$ cat src/design/ray_plane_checker_shade_unit_macros.svh
// Assertion macros shared by the ray plane checker shade unit.
// Every macro samples on clk_i; the including module must declare clk_i and rst_ni.
`ifndef RAY_PLANE_CHECKER_SHADE_UNIT_MACROS_SVH
`define RAY_PLANE_CHECKER_SHADE_UNIT_MACROS_SVH

// Checked only while the block is out of reset.
`define RPC_ASSERT(lbl, prop, msg) \
  lbl: assert property (@(posedge clk_i) disable iff (!rst_ni) prop) else $error(msg);

// Checked at every clock edge, reset included.
`define RPC_ASSERT_ALWAYS(lbl, prop, msg) \
  lbl: assert property (@(posedge clk_i) prop) else $error(msg);

`endif

$ cat src/design/rpc_pkg.sv
// Shared types and constants of the ray plane checker shade unit.
// No dependencies; every module of the block and the testbench imports it.
package rpc_pkg;

  // Fixed-point format of the ray words.
  localparam int FRAC_BITS = 11;
  localparam int FACTOR    = 1 << FRAC_BITS;
  localparam int FRAC_MASK = FACTOR - 1;

  // Input fields are 32 bits wide on the stream.
  localparam int IN_FIELD_W = 32;

  // A square is four units wide; the board repeats every two squares.
  localparam int SQUARE_SPAN = 4 * FACTOR;
  localparam int CELL_LSB    = FRAC_BITS + 2;  // log2 of SQUARE_SPAN
  localparam int CELL_BITS   = CELL_LSB + 1;   // log2 of 2 * SQUARE_SPAN

  localparam int COLOR_W = 8;

  localparam logic [COLOR_W-1:0] SKY_RED     = 8'd0;
  localparam logic [COLOR_W-1:0] SKY_GREEN   = 8'd127;
  localparam logic [COLOR_W-1:0] SKY_BLUE    = 8'd127;
  localparam logic [COLOR_W-1:0] LIGHT_LEVEL = 8'd255;
  localparam logic [COLOR_W-1:0] DARK_LEVEL  = 8'd0;

  typedef enum logic [1:0] {
    REGION_SKY   = 2'd0,
    REGION_LIGHT = 2'd1,
    REGION_DARK  = 2'd2
  } region_e;

  typedef struct packed {
    region_e             region;
    logic [COLOR_W-1:0]  red;
    logic [COLOR_W-1:0]  green;
    logic [COLOR_W-1:0]  blue;
  } rpc_result_t;

endpackage

$ cat src/design/rpc_shade.sv
// Checkerboard shading of a hit point, or the sky color for a far ray.
// Depends on rpc_pkg for the region codes and color levels.
module rpc_shade #(
  parameter int WORD_WIDTH = 32
) (
  input  logic                      sky_i,
  input  logic [WORD_WIDTH-1:0]     hx_i,
  input  logic [WORD_WIDTH-1:0]     hz_i,
  output rpc_pkg::rpc_result_t      result_o
);
  import rpc_pkg::*;

  localparam int W    = WORD_WIDTH;
  localparam int ExtW = W + CELL_BITS;

  // Square index along one axis: |h / SQUARE_SPAN| taken modulo two squares.
  function automatic logic cell_high(input logic [W-1:0] h);
    logic [W-1:0]         m;
    logic [W-1:0]         mag;
    logic [ExtW-1:0]      ext;
    logic [CELL_BITS-1:0] cell_idx;
    m        = {h[W-FRAC_BITS-1:0], {FRAC_BITS{1'b0}}};
    mag      = m[W-1] ? -m : m;
    ext      = ExtW'(mag);
    cell_idx = ext[CELL_LSB +: CELL_BITS];
    return cell_idx > CELL_BITS'(SQUARE_SPAN);
  endfunction

  always_comb begin
    if (sky_i) begin
      result_o = '{region: REGION_SKY, red: SKY_RED, green: SKY_GREEN, blue: SKY_BLUE};
    end else if (cell_high(hx_i) != cell_high(hz_i)) begin
      result_o = '{region: REGION_LIGHT, red: LIGHT_LEVEL, green: LIGHT_LEVEL,
                   blue: LIGHT_LEVEL};
    end else begin
      result_o = '{region: REGION_DARK, red: DARK_LEVEL, green: DARK_LEVEL,
                   blue: DARK_LEVEL};
    end
  end

endmodule

$ cat config.mk
export PLATFORM = sky130hd
export DESIGN_NAME = rpc_shade
export DESIGN_NICKNAME = d
export VERILOG_FILES = /design/src/design/ray_plane_checker_shade_unit_macros.svh /design/src/design/rpc_pkg.sv /design/src/design/rpc_shade.sv
export SDC_FILE = /design/constraint.sdc
export NUM_CORES = 1
export LEC_CHECK = 0
export ABC_AREA = 1
export BUFFER_PORTS_ARGS = -buffer_cell sky130_fd_sc_hd__buf_2
export CAP_MARGIN = 20
export CORE_MARGIN = 2
export CORE_UTILIZATION = 47
export DETAILED_ROUTE_END_ITERATION = 6
export PLACE_DENSITY = 0.95
export SYNTH_ARGS = -nofsm -noshare
export SYNTH_HDL_FRONTEND = slang
export SYNTH_SLANG_ARGS = --single-unit
$ cat constraint.sdc
create_clock -name vclk -period 4.22
set_input_delay 0 -clock vclk [all_inputs]
set_output_delay 0 -clock vclk [all_outputs]
set_load 0.05 [all_outputs]
==> flow_summary.toml <==
[status]
outcome = "finished, final reports clean"

[drt]
drc = 0
drt-total-wl_um = 3070
drt_pass1_iterations = 4
via_per_inst = 4.86
drt_first_iter_violations = 101
postRouteAntennaNets = 0
avgRoutedWirePerCell_um = 9.06
vias = 1648

[sta]
timing.fmax_mhz = 519
relSlewSlack_pct = 73.1
fin_crit_ns = 1.93
grt_setup_unrepaired = "no"
report.final.slew_viol_count = 0
fin_tns_setup_ns = 0
finalSetupViolCount = 0
worst_pin_slew_ns = 0.399
hold_viol = 0
worst_slack_ns = 2.29
fin_crit_sh_pct = 45.6

[logic_synthesis]
synth.distinct_cells = 24
syn_inst = 274
ys_seq_area_share_pct = 0
ys.warnings.count = 0
synth_fp_nets = 339
synth_top_area_share_pct = 30.0
synth_top_area_cell = "nand2_1"
synthTopCellsByArea = "nand2_1 (30%), buf_4 (14%), nor2_1 (12%), nand3_1 (11%), inv_1 (8.9%)"
synth.avg_cell_area_um2 = 4.75
synthesis.area_um2 = 1300

[worst_setup_path]
crit_family = "simple AND/OR/NAND/NOR gates"
critPathMaxFanout = 23
cpMaxStageDelayCell = "buf_2"
path_class = "input pin to primary output"
crit_required_ns = 4.22
critPathMaxStageDelay_ns = 0.34
arrival_ns = 1.93
crit_chain = "buf_2 > inv_2 > nor2_1 > o21ai_0 > nor2_1 > nand2_1 > nor2_1 > nand3_1 > nor2_1 > nor2_1 > nand2_1 > nand2_1 > nand2_1 > buf_2"
critPathBufInv = 3
endpoint_kind = "primary output"
setup.worst_path.start_class = "input pin"
cpMostUsedCell = "nor2_1"

[die]
core_um2 = 2690
start_util_pct = 48.4
pin_count = 91
row_count = 19
fp.dieH_um = 56.6
die_w_um = 56.6
dieArea_um2 = 3210

[power_and_ir_drop]
power_density_nw_per_um2 = 164
switchingPower_uw = 176
ir_worst_vdd_mv = 0.184
p_seq_share_pct = 0
combPwrFrac_pct = 100.0
p_clk_share_pct = 0
intPower_uw = 60.4
p_sw_share_pct = 74.5
p_leak_uw = 0.000882

[finish]
final_layout_size_suffix_gt1_share_pct = 25.6
final_cell_mix = "nand2_1 (104), buf_2 (61), nor2_1 (41)"
nets = 375
area_delta_synth_final_pct = 11.0
final-seq-area_um2 = 0
final_common_cell = "nand2_1"
antennaDiodeCount = 0
clkbuf_count = 0
nFlopsAndLatches = 0

[grt]
grt_max_degree = 24
antenna_found_initial = 0
overflow = 0
grt_first_pass_wirelength_um = 5110
grt_pass1_vias = 1344
grtUsageTotal_pct = 18.3

[clock_tree]
cts_resized = 0
cts_setup_buffers = 0
hold_buffers = 0

[place]
place_congestion = 0.873
hpwl_um = 2600
post-place-ws_ns = 2.29
port_buffers = 61

[job]
cap_violations = 0

[worst_hold_path]
worst_hold_path_type = "input pin to primary output"
-- stage by stage --
| stage | instances | power (uW) | util (%) | instance area (um2) | hold WS [ns] |
|---|---|---|---|---|---|
| floorplan | 274 | 209 | - | 1300 | 0.132 |
| global placement | 339 | 232 | 53.7 | 1440 | 0.342 |
| detailed placement | 339 | 237 | 53.7 | 1440 | 0.343 |
| CTS | 339 | 237 | 53.7 | 1440 | 0.344 |
| global route | 339 | 257 | 53.7 | 1440 | 0.372 |
| finish | 339 | 237 | 53.7 | 1440 | 0.341 |
-- power by group through the flow --
stage / registers (uW) / logic, uW / clock network (uW)
2_1_floorplan: 0 / 209 / 0
3_3_place_gp: 0 / 232 / 0
3_5_place_dp: 0 / 237 / 0
4_1_cts: 0 / 237 / 0
5_1_grt: 0 / 257 / 0
6_report: 0 / 237 / 0
-- worst paths after layout --
path	start	slack, ns	cells past startpoint	to
worst max-delay path	hz_i[20]	2.29	14	result_o[13]
worst min-delay path	sky_i	0.34	3	result_o[25]
-- cells in the mapped netlist (all sizes together) --
cell    instances
xor2            3
nand2         110
nor2           49
inv            33
a21o            1
a41oi           1
nand3          29
a21oi           3
nand3b          4
xnor2           1
o21ai           8
o21bai          2
nand4           3
buf            27
-- metal layers --
layer | share of wire (%) | GRT usage [%] | up-vias | wire length (um)
li1 | - | - | 892 | -
met3 | 5.9 | 0 | 0 | 180
met2 | 52 | 36.9 | 50 | 1580
met1 | 43 | 22.2 | 706 | 1310
met4 | 0 | 1.02 | 0 | 0
met5 | 0 | 0 | - | 0
-- layout make-up --
type,count,area (um2)
Multi-Input combinational cell,214,976
Tap cell,31,38.8
Fill cell,298,1240
Timing Repair Buffer,61,305
Inverter,33,124
-- cells by family after synthesis --
group	synth area share, %
simple gates	65.4
compound gates	6.92
xor+xnor	2.69
buf+inv	25.0
No activity file was read; power rests on OpenSTA's default activity.
