==> src/design/ray_plane_checker_shade_unit_macros.svh <==
// Assertion macros shared by the ray plane checker shade unit.
// Every macro samples on clk_i; the including module must declare clk_i and rst_ni.
`ifndef RAY_PLANE_CHECKER_SHADE_UNIT_MACROS_SVH
`define RAY_PLANE_CHECKER_SHADE_UNIT_MACROS_SVH

// Checked only while the block is out of reset.
`define RPC_ASSERT(lbl, prop, msg) \
  lbl: assert property (@(posedge clk_i) disable iff (!rst_ni) prop) else $error(msg);

// Checked at every clock edge, reset included.
`define RPC_ASSERT_ALWAYS(lbl, prop, msg) \
  lbl: assert property (@(posedge clk_i) prop) else $error(msg);

`endif

==> src/design/rpc_pkg.sv <==
// Shared types and constants of the ray plane checker shade unit.
// No dependencies; every module of the block and the testbench imports it.
package rpc_pkg;

  // Fixed-point format of the ray words.
  localparam int FRAC_BITS = 11;
  localparam int FACTOR    = 1 << FRAC_BITS;
  localparam int FRAC_MASK = FACTOR - 1;

  // Input fields are 32 bits wide on the stream.
  localparam int IN_FIELD_W = 32;

  // A square is four units wide; the board repeats every two squares.
  localparam int SQUARE_SPAN = 4 * FACTOR;
  localparam int CELL_LSB    = FRAC_BITS + 2;  // log2 of SQUARE_SPAN
  localparam int CELL_BITS   = CELL_LSB + 1;   // log2 of 2 * SQUARE_SPAN

  localparam int COLOR_W = 8;

  localparam logic [COLOR_W-1:0] SKY_RED     = 8'd0;
  localparam logic [COLOR_W-1:0] SKY_GREEN   = 8'd127;
  localparam logic [COLOR_W-1:0] SKY_BLUE    = 8'd127;
  localparam logic [COLOR_W-1:0] LIGHT_LEVEL = 8'd255;
  localparam logic [COLOR_W-1:0] DARK_LEVEL  = 8'd0;

  typedef enum logic [1:0] {
    REGION_SKY   = 2'd0,
    REGION_LIGHT = 2'd1,
    REGION_DARK  = 2'd2
  } region_e;

  typedef struct packed {
    region_e             region;
    logic [COLOR_W-1:0]  red;
    logic [COLOR_W-1:0]  green;
    logic [COLOR_W-1:0]  blue;
  } rpc_result_t;

endpackage

==> src/design/rpc_hit.sv <==
// Hit point stages: sky test, step count and the wrapped products origin + dir * step.
// Depends on rpc_pkg. Products are split into half-word partial products.
module rpc_hit #(
  parameter int WORD_WIDTH = 32
) (
  input  logic                    clk_i,
  input  logic                    rst_ni,
  input  logic                    en_i,
  input  logic                    valid_i,
  input  logic [WORD_WIDTH-1:0]   dist_i,
  input  logic [4*WORD_WIDTH-1:0] side_i,  // origin_x, origin_z, dir_x, dir_z from bit 0
  output logic                    valid_o,
  output logic                    sky_o,
  output logic [WORD_WIDTH-1:0]   hx_o,
  output logic [WORD_WIDTH-1:0]   hz_o
);
  import rpc_pkg::*;

  localparam int W = WORD_WIDTH;
  localparam int H = (W + 1) / 2;
  localparam int L = W - H;
  localparam logic signed [W-1:0] FactorW = W'(FACTOR);
  localparam logic signed [W-1:0] BiasW   = W'(FRAC_MASK);

  // Step stage.
  logic                 p_valid_q, p_sky_q;
  logic signed [W-1:0]  p_step_q;
  logic [W-1:0]         p_ox_q, p_oz_q, p_dx_q, p_dz_q;
  logic signed [W-1:0]  dist_s, biased;

  // Partial product stage.
  logic                 m_valid_q, m_sky_q;
  logic [W-1:0]         m_ox_q, m_oz_q;
  logic [2*H-1:0]       m_llx_q, m_llz_q;
  logic [L-1:0]         m_hlx_q, m_lhx_q, m_hlz_q, m_lhz_q;
  logic [H-1:0]         st_lo;
  logic [L-1:0]         st_hi;

  // Sum stage.
  logic                 s_valid_q, s_sky_q;
  logic [W-1:0]         s_hx_q, s_hz_q;

  assign dist_s = dist_i;
  // Truncating division by one unit: bias negative values before the arithmetic shift.
  assign biased = dist_s + (dist_s[W-1] ? BiasW : '0);
  assign st_lo  = p_step_q[H-1:0];
  assign st_hi  = p_step_q[W-1:H];

  always_ff @(posedge clk_i or negedge rst_ni) begin
    if (!rst_ni) begin
      p_valid_q <= 1'b0;
      m_valid_q <= 1'b0;
      s_valid_q <= 1'b0;
    end else if (en_i) begin
      p_valid_q <= valid_i;
      m_valid_q <= p_valid_q;
      s_valid_q <= m_valid_q;
    end
  end

  always_ff @(posedge clk_i) begin
    if (en_i) begin
      p_sky_q  <= (dist_s > FactorW);
      p_step_q <= biased >>> FRAC_BITS;
      p_ox_q   <= side_i[0*W +: W];
      p_oz_q   <= side_i[1*W +: W];
      p_dx_q   <= side_i[2*W +: W];
      p_dz_q   <= side_i[3*W +: W];

      m_sky_q <= p_sky_q;
      m_ox_q  <= p_ox_q;
      m_oz_q  <= p_oz_q;
      m_llx_q <= (2*H)'(p_dx_q[H-1:0]) * (2*H)'(st_lo);
      m_hlx_q <= L'(p_dx_q[W-1:H] * st_lo);
      m_lhx_q <= L'(p_dx_q[H-1:0] * st_hi);
      m_llz_q <= (2*H)'(p_dz_q[H-1:0]) * (2*H)'(st_lo);
      m_hlz_q <= L'(p_dz_q[W-1:H] * st_lo);
      m_lhz_q <= L'(p_dz_q[H-1:0] * st_hi);

      s_sky_q <= m_sky_q;
      s_hx_q  <= m_ox_q + W'(m_llx_q) + {L'(m_hlx_q + m_lhx_q), {H{1'b0}}};
      s_hz_q  <= m_oz_q + W'(m_llz_q) + {L'(m_hlz_q + m_lhz_q), {H{1'b0}}};
    end
  end

  assign valid_o = s_valid_q;
  assign sky_o   = s_sky_q;
  assign hx_o    = s_hx_q;
  assign hz_o    = s_hz_q;

endmodule

==> config.mk <==
export PLATFORM = sky130hd
export DESIGN_NAME = rpc_hit
export DESIGN_NICKNAME = d
export VERILOG_FILES = /design/src/design/ray_plane_checker_shade_unit_macros.svh /design/src/design/rpc_pkg.sv /design/src/design/rpc_hit.sv
export SDC_FILE = /design/constraint.sdc
export NUM_CORES = 2
export LEC_CHECK = 0
export BUFFER_PORTS_ARGS = -buffer_cell sky130_fd_sc_hd__buf_2
export CORE_UTILIZATION = 44
export DETAILED_ROUTE_END_ITERATION = 12
export PLACE_DENSITY = 0.68
export REMOVE_ABC_BUFFERS = 1
export SYNTH_ARGS = -nofsm -noshare
export SYNTH_HDL_FRONTEND = slang
export SYNTH_SLANG_ARGS = --single-unit
export TNS_END_PERCENT = 50
==> constraint.sdc <==
create_clock -name clk_i -period 10.5 [get_ports clk_i]
set_clock_uncertainty 0.2 [all_clocks]
set_input_delay 1.575 -clock clk_i [delete_from_list [all_inputs] [get_ports clk_i]]
set_output_delay 1.575 -clock clk_i [all_outputs]
set_load 0.03 [all_outputs]
==> impl_metrics.tcl <==
set metrics [dict create \
    synth_top_area_share_pct 27.85 \
    layout-drive-gt1-share_pct 7.671 \
    max-slew-margin-rel_pct 23.05 \
    synth.most_common_cell "inv_1" \
    htreeDepth 2 \
    violations "design-rule violations" \
    r2r_slack_ns 3.10 \
    end_kind "flip-flop" \
    cts_setup_buffers 0 \
    syn_inst 4598 \
    track_usage_pct 20.51 \
    tightest_slew_ns 1.154 \
    use_met1_pct 28.93 \
    ys_ff_latch 411 \
    post_synth_instance_area_um2 47010 \
    yosysUniqueCellTypes 69 \
    drcViolationCount 18 \
    yosysSeqAreaShare_pct 26.22 \
    met3_usage_pct 2.696 \
    synth_ff_type "edfxtp_1" \
    final_util_pct 48.49 \
    holdBufCountCts 0 \
    grt_start_max_net_pins 146 \
    top_usage_layer "met2" \
    cts_tree "built" \
    rr_startpoint "p_step_q[10]" \
    worstSkewPairLatency_ns 0.64 \
    die-height_um 328.9 \
    synth_top_cell_by_area "fa_1" \
    io_pins 230 \
    crit_path_start "p_step_q[10]" \
    synth_area_leaders "fa_1 28%, edfxtp_1 26%, ha_1 13%, inv_1 7.5%, and2_1 5.6%" \
    maxSlewViolCount 0 \
    hp-class "flip-flop to flip-flop" \
    cts_buffer_depth 3 \
    row_count 119 \
    drt-pass1-iter-count 10 \
    io_buffers 229 \
    max_cap_violations 0 \
    drt_iter0_drc 1874 \
    critPathMaxFanout 26 \
    arrival_ns 7.56 \
    grt_pass1_vias 33302 \
    min_period_ns 7.396 \
    postRouteAntennaNets 0 \
    clk_pin_slew_ns 0.06 \
    vias_per_cell 5.102 \
    grt_pass1_wl_um 175200 \
    cts_inserted_buffers 51 \
    tns_ns 0 \
    grt_overflow 0 \
    synth_edf_count 408 \
    fp.dieW_um 328.9 \
    dpl.hpwl_um 80810 \
    num-nets-final 6057 \
    gp_congestion 0.8790 \
    fin_crit_sh_pct 70.43 \
    cts-root-buf "clkbuf_16" \
    critPathLaunchType "flip-flop" \
    min-delay-start "p_oz_q[31]" \
    wl_um 107000 \
    yosys_warnings 0 \
    rsz0062_at_grt "false" \
    hold_viol_final 0 \
    setup_viol 0 \
    fmax_ghz 0.1352 \
    start_util_pct 44.54 \
    die-area_um2 108200 \
    crit_type "flip-flop to flip-flop" \
    ctsResizeCount 0 \
    fp.coreArea_um2 105600 \
    vias 31512 \
    cts_sinks 411 \
    design_area_um2 51190 \
    status "finished, violations left" \
    syn_area_per_cell_um2 10.22 \
    area_growth_pct 8.876 \
    netlist_top_cells_count "942 x inv_1, 654 x fa_1, 549 x nand2_1, 496 x ha_1, 421 x and2_1" \
    required_ns 10.67 \
    antenna_found_initial 8 \
    wl_per_cell_um 17.33 \
    async_flop_share_pct 0.7299 \
    post_dp_cell_area_um2 49550 \
    met2_usage_pct 33.30 \
]
path summary, 6_finish.rpt:
| path | cells after the start | end |
|---|---|---|
| hold / removal | 0 | m_oz_q[31] |
| setup reg to reg | 22 | m_llz_q[31] |
| setup / recovery | 22 | m_llz_q[31] |
| hold reg to reg | 0 | m_oz_q[31] |
| min in group asynchronous | 1 | valid_o |
| max in group asynchronous | 1 | m_valid_q |
logic make-up (layout without fill, tap and decap cells):
family	Yosys count	in the layout	synth area share, %
fa+ha+maj	1150	1150	41.05
other cells	0	1	0
compound gates	411	411	5.743
simple gates	1232	1232	12.88
xor+xnor	274	274	5.104
flops	411	411	26.22
mux	4	4	0.09314
buf+inv	1116	1302	8.910
worst max-delay path, stage by stage (launching register included):
cell and delay, ns:
edfxtp_1 0.99, buf_4 0.41, nand2_1 0.12, fa_1 0.58, inv_1 0.06, fa_1 0.55, fa_1 0.42, fa_1 0.47
fa_1 0.52, inv_1 0.05, fa_1 0.47, inv_1 0.04, ha_1 0.37, o21a_1 0.15, o21a_1 0.16, o21a_1 0.17
o32ai_1 0.12, a31oi_1 0.12, a221oi_1 0.47, o211ai_1 0.19, a31o_1 0.24, a21oi_1 0.18, xnor2_1 0.08
cells in the final DEF, fill, tap and decap left out, types with 36 or more instances in the layout:
master / netlist / layout
edfxtp_1: 408 / 408
nand2b_1: 37 / 37
xor2_1: 66 / 66
o21bai_1: 36 / 36
xnor2_1: 208 / 208
o21ai_0: 56 / 56
a21o_1: 58 / 58
nor2_1: 101 / 101
clkbuf_16: 0 / 52
buf_2: 0 / 228
ha_1: 496 / 496
nand2_1: 549 / 549
fa_1: 654 / 654
buf_4: 0 / 36
a21oi_1: 126 / 126
inv_1: 942 / 942
and2_1: 421 / 421
layer usage:
layer	vias to the layer above	share of wire (%)
met5	-	0
li1	14661	-
met2	875	46
met1	15828	46
met3	148	5.9
met4	0	2.2
layout make-up:
class / instances / area, um2
clock buffer: 59 / 1328
timing repair buffer: 266 / 1446
inverter: 942 / 3536
clock inverter: 35 / 309.0
sequential: 411 / 12330
tap: 1391 / 1740
fill: 9576 / 54380
antenna: 1 / 2.502
multi-input combinational: 3071 / 30500
through the flow:
step,hold WS (ns),setup WS (ns),std cells
after floorplan,0.2003,3.701,4424
after global placement,0.2024,3.351,6081
after detailed placement,0.2045,3.182,6081
after CTS,0.2002,3.150,6175
after global routing,0.2140,2.774,6175
final,0.2114,3.104,6176
Power is not shown: default switching activity piles up to over one toggle a cycle in this logic, so the estimate is an artifact.
